## config.mk

```make
export PLATFORM = sky130hd
export DESIGN_NAME = knn_ofifo
export DESIGN_NICKNAME = d
export VERILOG_FILES = /design/src/hdl/knn_squared_distance_stream_assert.svh /design/src/hdl/knn_pkg.sv /design/src/hdl/knn_ofifo.sv
export SDC_FILE = /design/constraint.sdc
export NUM_CORES = 1
export LEC_CHECK = 0
export BUFFER_PORTS_ARGS = -buffer_cell sky130_fd_sc_hd__buf_4
export CORE_ASPECT_RATIO = 1.1
export CORE_MARGIN = 2
export CORE_UTILIZATION = 60
export CTS_BUF_LIST = sky130_fd_sc_hd__clkbuf_4 sky130_fd_sc_hd__clkbuf_8
export CTS_CLUSTER_SIZE = 8
export DETAILED_ROUTE_END_ITERATION = 7
export GPL_ROUTABILITY_DRIVEN = 1
export PLACE_DENSITY = 0.86
export SLEW_MARGIN = 30
export SYNTH_ARGS = -nofsm -noshare
export SYNTH_HDL_FRONTEND = slang
export SYNTH_SLANG_ARGS = --single-unit
```

## constraint.sdc

```tcl
create_clock -name clock -period 3.6 [get_ports clock]
set_input_delay 0.9 -clock clock [delete_from_list [all_inputs] [get_ports clock]]
set_output_delay 0.9 -clock clock [all_outputs]
set_load 0.02 [all_outputs]
```

## src/hdl/knn_squared_distance_stream_assert.svh

```systemverilog
// Assertion macros for the streaming squared-distance block.
// Included by the top level; needs nothing else.
`ifndef KNN_SQUARED_DISTANCE_STREAM_ASSERT_SVH
`define KNN_SQUARED_DISTANCE_STREAM_ASSERT_SVH

// check that a condition holds at every clock edge out of reset
`define KNN_ASSERT_ALWAYS(lbl, clk, rst, expr) \
   lbl: assert property (@(posedge clk) disable iff (rst) (expr)) \
      else $error("knn: invariant violated");

// check that a condition implies another in the same cycle
`define KNN_ASSERT_IMPLIES(lbl, clk, rst, ante, cons) \
   lbl: assert property (@(posedge clk) disable iff (rst) (ante) |-> (cons)) \
      else $error("knn: implication violated");

// check that a condition is followed by another a fixed number of cycles later
`define KNN_ASSERT_DELAYED(lbl, clk, rst, ante, n, cons) \
   lbl: assert property (@(posedge clk) disable iff (rst) (ante) |-> ##n (cons)) \
      else $error("knn: delayed response missing");

`endif

```

## src/hdl/knn_pkg.sv

```systemverilog
// Shared types and constants of the streaming squared-distance block.
// No dependencies.
package knn_pkg;

   localparam int VECTOR_LEN_DEF = 4096;
   localparam int TAG_BYTES_DEF  = 64;

   localparam int IDX_W   = 12;
   localparam int SUM_W   = 31;
   localparam int CNT_W   = 20;
   localparam int DIFF_W  = 10;
   localparam int SQ_W    = 17;

   localparam logic [SUM_W-1:0] SUM_MAX    = {SUM_W{1'b1}};
   localparam logic [7:0]       DIGIT_ZERO = 8'd48;

   localparam int FIFO_DEPTH = 4;
   localparam int FIFO_PTR_W = $clog2(FIFO_DEPTH);
   localparam int FIFO_CNT_W = $clog2(FIFO_DEPTH + 1);

   typedef enum logic {
      OP_LOAD   = 1'b0,
      OP_RECORD = 1'b1
   } opcode_type;

   typedef struct packed {
      opcode_type         opcode;
      logic [IDX_W-1:0]   query_index;
      logic signed [7:0]  query_value;
      logic [7:0]         record_byte;
   } req_word_type;

   typedef struct packed {
      logic [SUM_W-1:0] distance;
      logic [CNT_W-1:0] record_number;
   } rsp_word_type;

   // control that travels with a record byte down the pipeline
   typedef struct packed {
      logic valid;
      logic vec;
      logic last;
   } stage_ctl_type;

endpackage

```

## src/hdl/knn_ofifo.sv

```systemverilog
// Small result queue between the accumulator and the result channel.
// Depends on knn_pkg.
module knn_ofifo (
   input  logic                           clock,
   input  logic                           reset,
   input  logic                           push_valid,
   input  knn_pkg::rsp_word_type          push_word,
   output logic                           rsp_valid,
   input  logic                           rsp_ready,
   output knn_pkg::rsp_word_type          rsp_word,
   output logic [knn_pkg::FIFO_CNT_W-1:0] count
);
   knn_pkg::rsp_word_type                 slot_ff [knn_pkg::FIFO_DEPTH];
   logic [knn_pkg::FIFO_PTR_W-1:0]        wr_ptr_ff, rd_ptr_ff;
   logic [knn_pkg::FIFO_CNT_W-1:0]        count_ff;
   logic                                  pop;

   assign pop       = rsp_valid && rsp_ready;
   assign rsp_valid = (count_ff != '0);
   assign rsp_word  = slot_ff[rd_ptr_ff];
   assign count     = count_ff;

   always_ff @(posedge clock) begin
      if (push_valid) begin
         slot_ff[wr_ptr_ff] <= push_word;
      end
   end

   always_ff @(posedge clock) begin
      if (reset) begin
         wr_ptr_ff <= '0;
         rd_ptr_ff <= '0;
         count_ff  <= '0;
      end else begin
         if (push_valid) begin
            wr_ptr_ff <= wr_ptr_ff + 1'b1;
         end
         if (pop) begin
            rd_ptr_ff <= rd_ptr_ff + 1'b1;
         end
         count_ff <= count_ff + knn_pkg::FIFO_CNT_W'(push_valid)
                             - knn_pkg::FIFO_CNT_W'(pop);
      end
   end

endmodule

```

; ---- Word-level counts from Yosys, hierarchy flattened
; Memories as Yosys holds them, arrays and structs flattened. A register that Yosys moved wholly into a read port is not among the register bits.
; Index checks and enable logic that the tools add are counted.
[word_totals]
register_bits = 7
latch_bits = 0
ram_bits = 204
mem_bits_ro = 0
input_bits = 55
out_inout_bits = 55
wordCells = 14
mem_count = 1
[memory_table]
columns = name, depth, word_bits, read_ports, rd_ports_with_merged_regs, wr, line_no
row1 = slot_ff, 4, 51, 1, 1, 1, knn_ofifo.sv:13  ; knn_pkg::rsp_word_type slot_ff [knn_pkg::FIFO_DEPTH];
[classes]
addsub = 4
multipliers = 0
n_div = 0
order_cmp = 0
n_eq_ne = 0
shifts = 0
muxes = 4
n_bitwise = 0
reduce_logical = 2
[op_table]
columns = operator, n
row1 = $add 2x1->2 const B, 2
row2 = $mux 2, 2
row3 = $add 3x1->3, 1
row4 = $reduce_bool 3->1, 1
row5 = $sub 3x1->3, 1
row6 = $mux 1, 2
row7 = $logic_and 1x1->1, 1

; ---- Longest topological paths before layout
[logic_depth]
word_depth = 4
depth_mapped = 7
ltp_nobuf = 7

; ---- Worst setup path before layout
; No wires, ideal clock.
[synth_timing]
kind = input to register
from = input port push_valid
to = memory slot_ff[0][0] (netlist bit), enable pin
setup_ns = 0.414
arrival_time_ns = 2.117
t_required_ns = 3.186
path_slack_ns = 1.069
path_stages = 1
path_buffers = 0
cell_sequence = and2_1
[synth_via]
elab_chain_len = 2
[synth_rtl]
columns = element, line_no
row1 = start: declaration, knn_ofifo.sv:6  ; input logic push_valid,
row2 = $mux 1, knn_ofifo.sv:24  ; if (push_valid) begin
row3 = $mux 1 (implied by the code), knn_ofifo.sv:25  ; slot_ff[wr_ptr_ff] <= push_word;
row4 = end: declaration, knn_ofifo.sv:13
; Every way passes these cells.

==> qor.txt <==
Status -> finished clean
Critical path data arrival time -> 2.27 ns
Sink Count -> 213
Post-place setup slack -> 0.914 ns
H-Tree Level Count -> 1
I/O pin cnt -> 110
Insertion delay to the later sink of the worst-skew pair -> 0.52 ns
TritonCTS clock tree -> yes
Overall Power -> 6.05 mW
Power per standard cell area -> 640 nW/um2
DIE WIDTH -> 113 um
Yosys warns -> 0
Switching Fraction -> 25.4%
HPWL Detailed -> 8.68 mm
Hold Crit Start -> push_word[36]
Post-CTS Setup Bufs -> 0
Worst-path fanout max -> 25
Remaining antenna violation count after routing -> 0
Vias in the first global route -> 3825
Hold WC Path Type -> input pin to register
DRC errors left -> 0
Post-cts sizing count -> 0
Final Cycle Share -> 88.2%
Hold_buf cts -> 0
Syn Area/Cell -> 25.3 um2
Worst-margin pin slew -> 0.507 ns
Seq/Total Area, Yosys -> 79.9%
Synthesized flop and latch total -> 213
Site Rows -> 43
Global-route wire length before repair -> 20.8 mm
Worst Slack Setup Final -> 0.426 ns
Vias per cell -> 5.78
Layout cells sized above 1 -> 48.1%
Synth Cell Area -> 7890 um2
Diodes inserted -> 0
IR drop worst, VDD -> 0.386 mV
Core area -> 12800 um2
Initial Util -> 61.9%
Max-slew violation count -> 0
Crit path launch type -> register
Unrepaired setup endpoints after global routing -> false
Leak pwr -> 3.25 nW
Hold path cells -> 1
Via count -> 3587
CP Capture Type -> primary output
Distinct cells, synth -> 22
I/O Buffers -> 109
Critical R2R Capture -> count[2]$_SDFF_PP0_
Full die area -> 14100 um2
Minimum clock period -> 3.17 ns
GRT Residual Overflow -> 0
R2R depth -> 7
Final net count -> 511
Area added between synthesis and finish -> 19.8%
Setup TNS Final -> 0 ns
Max Cap Viol -> 0
Reg2reg start -> count[1]$_SDFF_PP0_
Worst Hold Endpoint -> slot_ff[2][36]$_DFFE_PP_
Placed Instances -> 573
Slew Limit Headroom -> 66.2%
Combinational cell fraction of total power -> 22.0%
Drt initial violations -> 204
Global Route Usage Sum -> 19.4%
CTS Buffer Depth -> 3
Initial antenna violation count -> 0
Critical path class -> register to primary output
Clock Tree Root -> clkbuf_8
Worst EP required -> 2.70 ns
Fmax -> 0.315 GHz
Psw -> 1.54 mW
Clock transition at path regs -> 0.06 ns
Finished Layout Cells -> 621
Clk_skew -> 0.00639 ns
Syn Inst Count -> 312
Clk network pwr share -> 28.7%
Router iterations before antenna repair -> 4
Die extent in y -> 124 um
Inserted Clock Buffers -> 31
Syn Nets -> 374
FF-to-FF setup slack -> 1.64 ns
Sequential power share -> 49.3%
Setup violators final -> 0
Largest net degree at the start of global routing -> 41
Hold Fails Final Rpt -> 0
Internal power -> 4.51 mW
Detailed Route WL -> 13.6 mm
Routability cong. -> 0.692
WL/cell -> 22.0 um
==> cell type report <==
class	instances	area (um2)
flip-flops and latches	213	6310
fillers	687	3300
multi-input cells	80	1420
repair buffers	117	941
clock buffers	47	553
well taps	157	196
inverters	6	22.5
clock inverters	1	3.75
==> kinds of logic (layout without fill, tap and decap cells) <==
group	Yosys count	in the layout	synth area share [%]
adders and majority gates	7	7	1.21
buffers and inverters	19	171	2.11
DFF	213	213	79.9
and+or+nand+nor	14	14	0.952
xor gates and xnor gates	2	2	0.412
AOI/OAI and AO/OA	2	2	0.222
muxes	55	55	15.2
==> cells in the mapped netlist <==
| cell type | instances | area, um2 |
|---|---|---|
| or3_1 | 1 | 6.26 |
| nor2_1 | 5 | 18.8 |
| xnor2_1 | 1 | 8.76 |
| buf_12 | 5 | 100 |
| nor2b_1 | 4 | 25.0 |
| buf_1 | 1 | 3.75 |
| fa_1 | 1 | 20.0 |
| inv_1 | 6 | 22.5 |
| mux2i_1 | 1 | 10.0 |
| buf_2 | 5 | 25.0 |
| edfxtp_1 | 204 | 6130 |
| buf_6 | 1 | 11.3 |
| ha_1 | 6 | 75.1 |
| mux4_1 | 1 | 26.3 |
| and2_1 | 4 | 25.0 |
| xor3_1 | 1 | 23.8 |
| o311ai_0 | 1 | 8.76 |
| o31a_1 | 1 | 8.76 |
| dfxtp_1 | 9 | 180 |
| mux4_2 | 50 | 1130 |
| mux2_2 | 3 | 33.8 |
| clkbuf_1 | 1 | 3.75 |
==> critical path, cell delays in order (launching register included) <==
cell     delay (ns)
dfxtp_4        0.67
buf_4          0.35
mux4_2         0.55
buf_4          0.17
==> layout by cell type (no fill, tap or decap), drive strengths merged <==
| master | count |
|---|---|
| and2 | 4 |
| buf | 117 |
| clkbuf | 47 |
| clkinv | 1 |
| dfxtp | 9 |
| edfxtp | 204 |
| fa | 1 |
| ha | 6 |
| inv | 6 |
| mux2 | 3 |
| mux2i | 1 |
| mux4 | 51 |
| nor2 | 5 |
| nor2b | 4 |
| o311ai | 1 |
| o31a | 1 |
| or3 | 1 |
| xnor2 | 1 |
| xor3 | 1 |
==> metrics by stage <==
stage               hold slack, ns  utilization, %  instance area (um2)
detailed placement           0.563            69.7                 8890
global route                 0.544            74.1                 9450
finish                       0.576            74.1                 9450
floorplan                    0.514               -                 7890
CTS                          0.548            74.1                 9450
global placement             0.527            69.7                 8890
==> worst max path at each step <==
| stage | endpoint | slack (ns) | cells past startpoint |
|---|---|---|---|
| 3_3_place_gp | rsp_word[49] | 0.94 | 3 |
| 4_1_cts | rsp_word[48] | 0.34 | 3 |
| 2_1_floorplan | slot_ff[0][0]$_DFFE_PP_ | 1.07 | 1 |
| 3_5_place_dp | rsp_word[48] | 0.91 | 3 |
| 5_1_grt | rsp_word[47] | 0.27 | 3 |
| 6_report | rsp_word[40] | 0.43 | 3 |
==> flip-flops by register name, indices dropped and copies added (netlist names), named ones only <==
signal and flops:
rd_ptr_ff 2, count 3, wr_ptr_ff 2, slot_ff 204
==> power groups by stage <==
stage,logic [mW],registers [mW],clock network [mW]
floorplan,0.963,2.97,0
global placement,1.33,3.02,0
detailed placement,1.35,3.04,0
CTS,1.35,2.99,1.77
global route,1.40,3.00,1.88
finish,1.33,2.98,1.73
==> per-layer routing <==
| metal | GRT usage [%] | routed length (um) | share of wire [%] |
|---|---|---|---|
| met1 | 25.2 | 5260 | 39 |
| met2 | 33.6 | 7360 | 54 |
| met3 | 3.80 | 781 | 5.7 |
| met4 | 6.03 | 236 | 1.7 |
| met5 | 0 | 0 | 0 |
No activity file was read; power rests on OpenSTA's default activity.
