[src/hdl/knn_squared_distance_stream_assert.svh]
// Assertion macros for the streaming squared-distance block.
// Included by the top level; needs nothing else.
`ifndef KNN_SQUARED_DISTANCE_STREAM_ASSERT_SVH
`define KNN_SQUARED_DISTANCE_STREAM_ASSERT_SVH

// check that a condition holds at every clock edge out of reset
`define KNN_ASSERT_ALWAYS(lbl, clk, rst, expr) \
   lbl: assert property (@(posedge clk) disable iff (rst) (expr)) \
      else $error("knn: invariant violated");

// check that a condition implies another in the same cycle
`define KNN_ASSERT_IMPLIES(lbl, clk, rst, ante, cons) \
   lbl: assert property (@(posedge clk) disable iff (rst) (ante) |-> (cons)) \
      else $error("knn: implication violated");

// check that a condition is followed by another a fixed number of cycles later
`define KNN_ASSERT_DELAYED(lbl, clk, rst, ante, n, cons) \
   lbl: assert property (@(posedge clk) disable iff (rst) (ante) |-> ##n (cons)) \
      else $error("knn: delayed response missing");

`endif

[src/hdl/knn_pkg.sv]
// Shared types and constants of the streaming squared-distance block.
// No dependencies.
package knn_pkg;

   localparam int VECTOR_LEN_DEF = 4096;
   localparam int TAG_BYTES_DEF  = 64;

   localparam int IDX_W   = 12;
   localparam int SUM_W   = 31;
   localparam int CNT_W   = 20;
   localparam int DIFF_W  = 10;
   localparam int SQ_W    = 17;

   localparam logic [SUM_W-1:0] SUM_MAX    = {SUM_W{1'b1}};
   localparam logic [7:0]       DIGIT_ZERO = 8'd48;

   localparam int FIFO_DEPTH = 4;
   localparam int FIFO_PTR_W = $clog2(FIFO_DEPTH);
   localparam int FIFO_CNT_W = $clog2(FIFO_DEPTH + 1);

   typedef enum logic {
      OP_LOAD   = 1'b0,
      OP_RECORD = 1'b1
   } opcode_type;

   typedef struct packed {
      opcode_type         opcode;
      logic [IDX_W-1:0]   query_index;
      logic signed [7:0]  query_value;
      logic [7:0]         record_byte;
   } req_word_type;

   typedef struct packed {
      logic [SUM_W-1:0] distance;
      logic [CNT_W-1:0] record_number;
   } rsp_word_type;

   // control that travels with a record byte down the pipeline
   typedef struct packed {
      logic valid;
      logic vec;
      logic last;
   } stage_ctl_type;

endpackage

[src/hdl/knn_mac.sv]
// Square-and-accumulate datapath: difference, square, saturating sum, record count.
// Depends on knn_pkg.
module knn_mac (
   input  logic                    clock,
   input  logic                    reset,
   input  knn_pkg::stage_ctl_type  s1_ctl,
   input  logic [7:0]              s1_byte,
   input  logic signed [7:0]       q_data,
   output logic                    push_valid,
   output knn_pkg::rsp_word_type   push_word
);
   logic signed [knn_pkg::DIFF_W-1:0]   diff;
   logic signed [2*knn_pkg::DIFF_W-1:0] prod;
   logic [knn_pkg::SQ_W-1:0]            sq_in;
   logic [knn_pkg::SQ_W-1:0]            sq_ff;
   knn_pkg::stage_ctl_type              s2_ctl_ff;
   logic [knn_pkg::SUM_W-1:0]           sum_ff, sum_in;
   logic [knn_pkg::SUM_W-1:0]           sum_sat;
   logic [knn_pkg::SUM_W:0]             sum_wide;
   logic [knn_pkg::CNT_W-1:0]           rec_cnt_ff, rec_cnt_in;

   // digit = byte - '0'; diff = query - digit
   always_comb begin
      diff = {{(knn_pkg::DIFF_W - 8){q_data[7]}}, q_data}
           - ($signed({2'b00, s1_byte}) - $signed({2'b00, knn_pkg::DIGIT_ZERO}));
      prod  = diff * diff;
      sq_in = prod[knn_pkg::SQ_W-1:0];
   end

   always_ff @(posedge clock) begin
      sq_ff <= sq_in;
      if (reset) begin
         s2_ctl_ff <= '0;
      end else begin
         s2_ctl_ff <= s1_ctl;
      end
   end

   always_comb begin
      sum_wide = {1'b0, sum_ff};
      if (s2_ctl_ff.valid && s2_ctl_ff.vec) begin
         sum_wide = {1'b0, sum_ff} + (knn_pkg::SUM_W + 1)'(sq_ff);
      end
      sum_sat = (sum_wide > {1'b0, knn_pkg::SUM_MAX}) ? knn_pkg::SUM_MAX
                                                      : sum_wide[knn_pkg::SUM_W-1:0];
      push_valid = s2_ctl_ff.valid && s2_ctl_ff.last;
      push_word.distance      = sum_sat;
      push_word.record_number = rec_cnt_ff;
      sum_in     = sum_ff;
      rec_cnt_in = rec_cnt_ff;
      if (s2_ctl_ff.valid) begin
         sum_in = sum_sat;
      end
      if (push_valid) begin
         sum_in     = '0;
         rec_cnt_in = rec_cnt_ff + 1'b1;
      end
   end

   always_ff @(posedge clock) begin
      if (reset) begin
         sum_ff     <= '0;
         rec_cnt_ff <= '0;
      end else begin
         sum_ff     <= sum_in;
         rec_cnt_ff <= rec_cnt_in;
      end
   end

endmodule

[config.mk]
export PLATFORM = sky130hd
export DESIGN_NAME = knn_mac
export DESIGN_NICKNAME = d
export VERILOG_FILES = /design/src/hdl/knn_squared_distance_stream_assert.svh /design/src/hdl/knn_pkg.sv /design/src/hdl/knn_mac.sv
export SDC_FILE = /design/constraint.sdc
export NUM_CORES = 1
export LEC_CHECK = 0
export BUFFER_PORTS_ARGS = -buffer_cell sky130_fd_sc_hd__buf_4
export CORE_ASPECT_RATIO = 0.5
export CORE_MARGIN = 8
export CORE_UTILIZATION = 38
export CTS_CLUSTER_DIAMETER = 80
export CTS_CLUSTER_SIZE = 24
export DETAILED_ROUTE_END_ITERATION = 12
export GPL_TIMING_DRIVEN = 0
export PLACE_DENSITY = 0.63
export SYNTH_ARGS = -nofsm -noshare
export SYNTH_HDL_FRONTEND = slang
export SYNTH_SLANG_ARGS = --single-unit
export TNS_END_PERCENT = 20
[constraint.sdc]
create_clock -name clock -period 13.47 [get_ports clock]
set_clock_uncertainty 0.15 [all_clocks]
set_input_delay 2.694 -clock clock [delete_from_list [all_inputs] [get_ports clock]]
set_output_delay 2.694 -clock clock [all_outputs]
set_load 0.01 [all_outputs]
* Word level (Yosys, flattened, before mapping)
Cells that the tools add are included.
** Operators by class
- Magnitude comparators :: 1
- Divide/modulo/power cells :: 0
- Reduce and logical (&&, ||, !) cells :: 3
- Bitwise logic cells :: 0
- Muxes and demuxes :: 2
- Multipliers :: 1
- Add/sub/neg operators :: 4
- Shift-type cells :: 0
- Equality and inequality tests :: 0
** Operators with widths (number)
- 31-bit by 17-bit adder with 32-bit output :: 1
- 32-bit by 31-bit greater-than comparator with 1-bit output (second input constant) :: 1
- 32-bit 2-to-1 mux :: 1
- 31-bit 2-to-1 mux :: 1
- 20-bit by 1-bit adder with 20-bit output (second input constant) :: 1
- 10-bit by 10-bit multiplier with 17-bit output :: 1
- 8-bit by 9-bit subtractor with 10-bit output :: 1
- 8-bit by 6-bit subtractor with 9-bit output (second input constant) :: 1
- 1-bit logical AND :: 2
- 2-bit OR reduction :: 1
** Storage, ports and cells
- Bits in latches :: 0
- Memories :: 0
- Bits of input ports :: 21
- Logic and storage cells :: 17
- ROM bits :: 0
- Flip-flop bits (word level) :: 71
- Memory bits (writable) :: 0
- Output and inout port bits :: 52

* Logic depth before layout (Yosys ltp)
- Word-level depth :: 4
- Depth in mapped cells :: 27
- Depth with buffers taken out :: 27

* Worst setup path after synthesis
Ideal clock, no wire load.
- Path kind :: input to register
- From :: in q_data[0]
- To :: reg sq_ff[16] in the netlist's numbering
- Setup slack :: 4.360 ns
- Arrival :: 8.838 ns
- Data required time :: 13.198 ns
- Cell stages on the path :: 25
- Path buffers :: 0
- Library setup time :: 0.122 ns
- Path through :: inv_1 ha_1 inv_1 fa_1 a21o_1 a2111o_1 a21o_1 a21oi_2 xnor2_1 nand2_1 fa_1 inv_1 fa_1 fa_1 inv_1 fa_1 fa_1 inv_1 ha_1 and3_1 a311o_1 a21o_1 a21oi_1 o21ai_0 xnor2_1
** On the way
- Cells in the longest elaborated chain, start to end :: 2
** Ends and longest elaborated chain
- start: declaration :: RTL line knn_mac.sv:8 : input logic signed [7:0] q_data,
- 8-bit by 9-bit subtractor with 10-bit output :: RTL line knn_mac.sv:25 : - ($signed({2'b00, s1_byte}) - $signed({2'b00, knn_pkg::DIGIT_ZERO}));
- 10-bit by 10-bit multiplier with 17-bit output :: RTL line knn_mac.sv:26 : prod = diff * diff;
- net prod, one bit :: RTL line knn_mac.sv:13 : logic signed [2*knn_pkg::DIFF_W-1:0] prod;
- end signal: assignment :: RTL line knn_mac.sv:31 : sq_ff <= sq_in;
- end: declaration :: RTL line knn_mac.sv:15 : logic [knn_pkg::SQ_W-1:0] sq_ff;
The timed path passes the listed nets, and every way through them passes these cells.
A chain may end at the register's enable or synchronous reset.

* Worst setup path after layout
- From :: in s1_byte[4]
- To :: reg sq_ff[16] in the netlist's numbering
** On the way
- Cells in the longest elaborated chain, start to end :: 3
** Ends and longest elaborated chain
- start: declaration :: RTL line knn_mac.sv:7 : input logic [7:0] s1_byte,
- 8-bit by 6-bit subtractor with 9-bit output :: RTL line knn_mac.sv:25
- 8-bit by 9-bit subtractor with 10-bit output :: RTL line knn_mac.sv:25
- 10-bit by 10-bit multiplier with 17-bit output :: RTL line knn_mac.sv:26
- net prod, one bit :: RTL line knn_mac.sv:13
The timed path passes the listed nets, and every way through them passes these cells.

==> summary.txt <==
Yosys
  • Post-synthesis xor/xnor area fraction: 9.41%
  • Largest family of logic cells by synthesized area: adder cells
  • Mapped Area: 6980 um2
  • Cell taking the most area after synthesis: dfxtp_1
  • Synth Area in Simple Gates: 16.4%
  • Synthesized area per cell: 8.46 um2
  • Synth top area cells: dfxtp_1 20%, fa_1 19%, ha_1 12%
  • Warnings from Yosys: 0
  • Mux cell area share after synthesis: 1.15%
  • Compound-cell area share of the yosys netlist: 13.1%
  • Post-synthesis async set-or-reset flop share: 0%
  • Count leader, synth: inv_1
  • Synth top area share: 20.1%
  • FF+latch count, synth: 70
  • Adder-cell area share of the yosys netlist: 31.2%
  • Sequential element share of the synthesized area: 20.1%
  • Unique cell type count in the Yosys netlist: 58
  • Cell count after synthesis: 825
  • Post-synthesis net count: 980
  • Post-synth top cells: 134 x inv_1, 77 x nand2_1, 70 x dfxtp_1, 70 x nor2_1
  • EDFF count, synth: 0
  • Post-synth top flop: dfxtp_1

Layout
  • Layout cells sized above 1: 12.5%
  • Area growth from synthesis to layout: 17.0%
  • Ant. Diodes: 0
  • Fin nets: 1063

CTS
  • Clock Latency Late Sink: 0.33 ns
  • CTS tree: built
  • Clock root buffer: clkbuf_16
  • CTS HTree Levels: 3
  • Hold-fix buffers, CTS: 0
  • Reg clk slew, reported paths: 0.06 ns
  • Post-CTS Setup Repair Bufs: 0
  • Number of buffers on the longest clock path: 2
  • Cts repair resizes: 0
  • TritonCTS buffer count: 9
  • # clock sinks: 70

Placement
  • Port buffer count: 72
  • Hpwl dp: 12.9 mm
  • GPL Wtd Cong: 0.860
  • Pre-CTS WS: 3.54 ns

Timing
  • Post-layout min period: 9.54 ns
  • Final worst slack: 3.93 ns
  • Final hold vios: 0
  • Slew HR: 48.6%
  • Slew Limit Fails: 0
  • Setup TNS: 0 ns
  • Fmax: 105 MHz
  • RSZ-0062 raised after global routing: no
  • Final Cycle Share: 70.8%
  • Worst slew pin tran: 0.766 ns
  • Setup Viol. Count Final: 0

Route
  • Post-DRT Antenna Nets: 0
  • 1st-iter DRT viols: 196
  • Avg Vias per Cell: 4.93
  • Routed wire length: 15.9 mm
  • Drt pass-1 iters: 4
  • Drt drc: 0
  • WL per Instance: 13.8 um
  • Via Count: 5686

GRT
  • Met2 GRT Util: 24.6%
  • Number of antenna violations at the first check in global routing: 0
  • First-pass GRT wire length: 27.6 mm
  • Vias in the first global route: 5937
  • Largest net degree at the start of global routing: 14
  • Gr ovfl total: 0
  • GR Layer Usage met1: 17.9%
  • Met3 usage: 1.88%
  • Total GRT Usage: 14.0%
  • Most crowded layer after global routing: met2

Worst setup path
  • Worst Setup End Kind: register
  • Flop2flop setup slack: 10.63 ns
  • Max Fanout on Critical Path: 6
  • Startpoint of the worst-slack reg-to-reg timing path: sq_ff[10]
  • CP peak stage delay: 0.57 ns
  • Critical Path RT: 13.57 ns
  • CP Class: input pin to register
  • Highest-delay cell along the critical path: fa_1
  • Worst EP arrival: 9.64 ns
  • Worst R2R Path Depth: 10
  • Worst path most repeated cell: inv_1
  • Startpoint class of the critical path: input pin
  • Crit Reg-Reg Endpoint: sum_ff[13]

Worst hold path
  • Worst hold path stage count: 2
  • Worst hold path type: register to register
  • Hold Path Sink: rec_cnt_ff[18]
  • Worst hold start: rec_cnt_ff[18]

Die
  • # IOs: 73
  • Die Y: 112 um
  • Row cnt: 35
  • Core ar.: 18200 um2
  • Initial Util: 38.3%
  • Die area: 23200 um2
  • Die X: 208 um

Status
  • Status: completed

Flow run
  • Max-Cap Viols: 0
[cells by family after synthesis]
logic type,Yosys count
and+or+nand+nor,244
buffers and inverters,154
AOI/OAI and AO/OA,140
adders and majority gates,134
xor gates and xnor gates,75
DFF,70
muxes,8
[layout make-up]
type	count	area (um2)
fill	1794	10000
multi-input combinational	601	4980
sequential	70	1400
timing repair buffer	72	541
inverter	134	503
tap	240	300
clock buffer	9	225
clock inverter	7	121
buffer	20	96.3
[placed cells by master, fill, tap and decap left out, types with 15 or more instances in the layout]
master,count
inv_1,134
nand2_1,77
buf_4,72
nor2_1,70
dfxtp_1,70
fa_1,67
ha_1,67
a21oi_1,53
xor2_1,38
xnor2_1,37
o21ai_0,25
nand3_1,15
[per-layer routing]
layer	wire (um)	up-vias
met2	7460	93
li1	-	2866
met3	480	21
met4	208	0
met1	7710	2706
met5	0	-
[how the worst max path moves through the flow]
stage | start | endpoint | slack, ns | depth (start not counted)
after global routing | q_data[0] | sq_ff[16] | 3.46 | 26
after detailed placement | s1_byte[4] | sq_ff[16] | 3.54 | 25
after CTS | q_data[0] | sq_ff[16] | 3.88 | 26
after floorplan | q_data[0] | sq_ff[16] | 4.36 | 25
after global placement | q_data[0] | sq_ff[16] | 3.64 | 26
final | s1_byte[4] | sq_ff[16] | 3.93 | 25
[critical path, delay by kind of cell]
family	cells	cell delay (ns)
fa+ha+maj	8	3.28
simple gates	3	0.64
compound gates	6	1.62
buf+inv	6	0.68
xor+xnor	2	0.71
[per-stage QoR]
step / hold WS, ns / instances / cell area (um2) / utilization, %
finish: 0.361 / 1153 / 8170 / 44.8
global route: 0.418 / 1153 / 8170 / 44.8
CTS: 0.365 / 1153 / 8170 / 44.8
detailed placement: 0.357 / 1137 / 7820 / 42.9
global placement: 0.345 / 1137 / 7820 / 42.9
floorplan: 0.328 / 825 / 6980 / -
[registers in the layout, indices dropped and copies added, names as in the netlist]
register and flops:
s2_ctl_ff 3, sq_ff 16, rec_cnt_ff 20, sum_ff 31
Power is not shown: default switching activity piles up to over one toggle a cycle in this logic, so the estimate is an artifact.
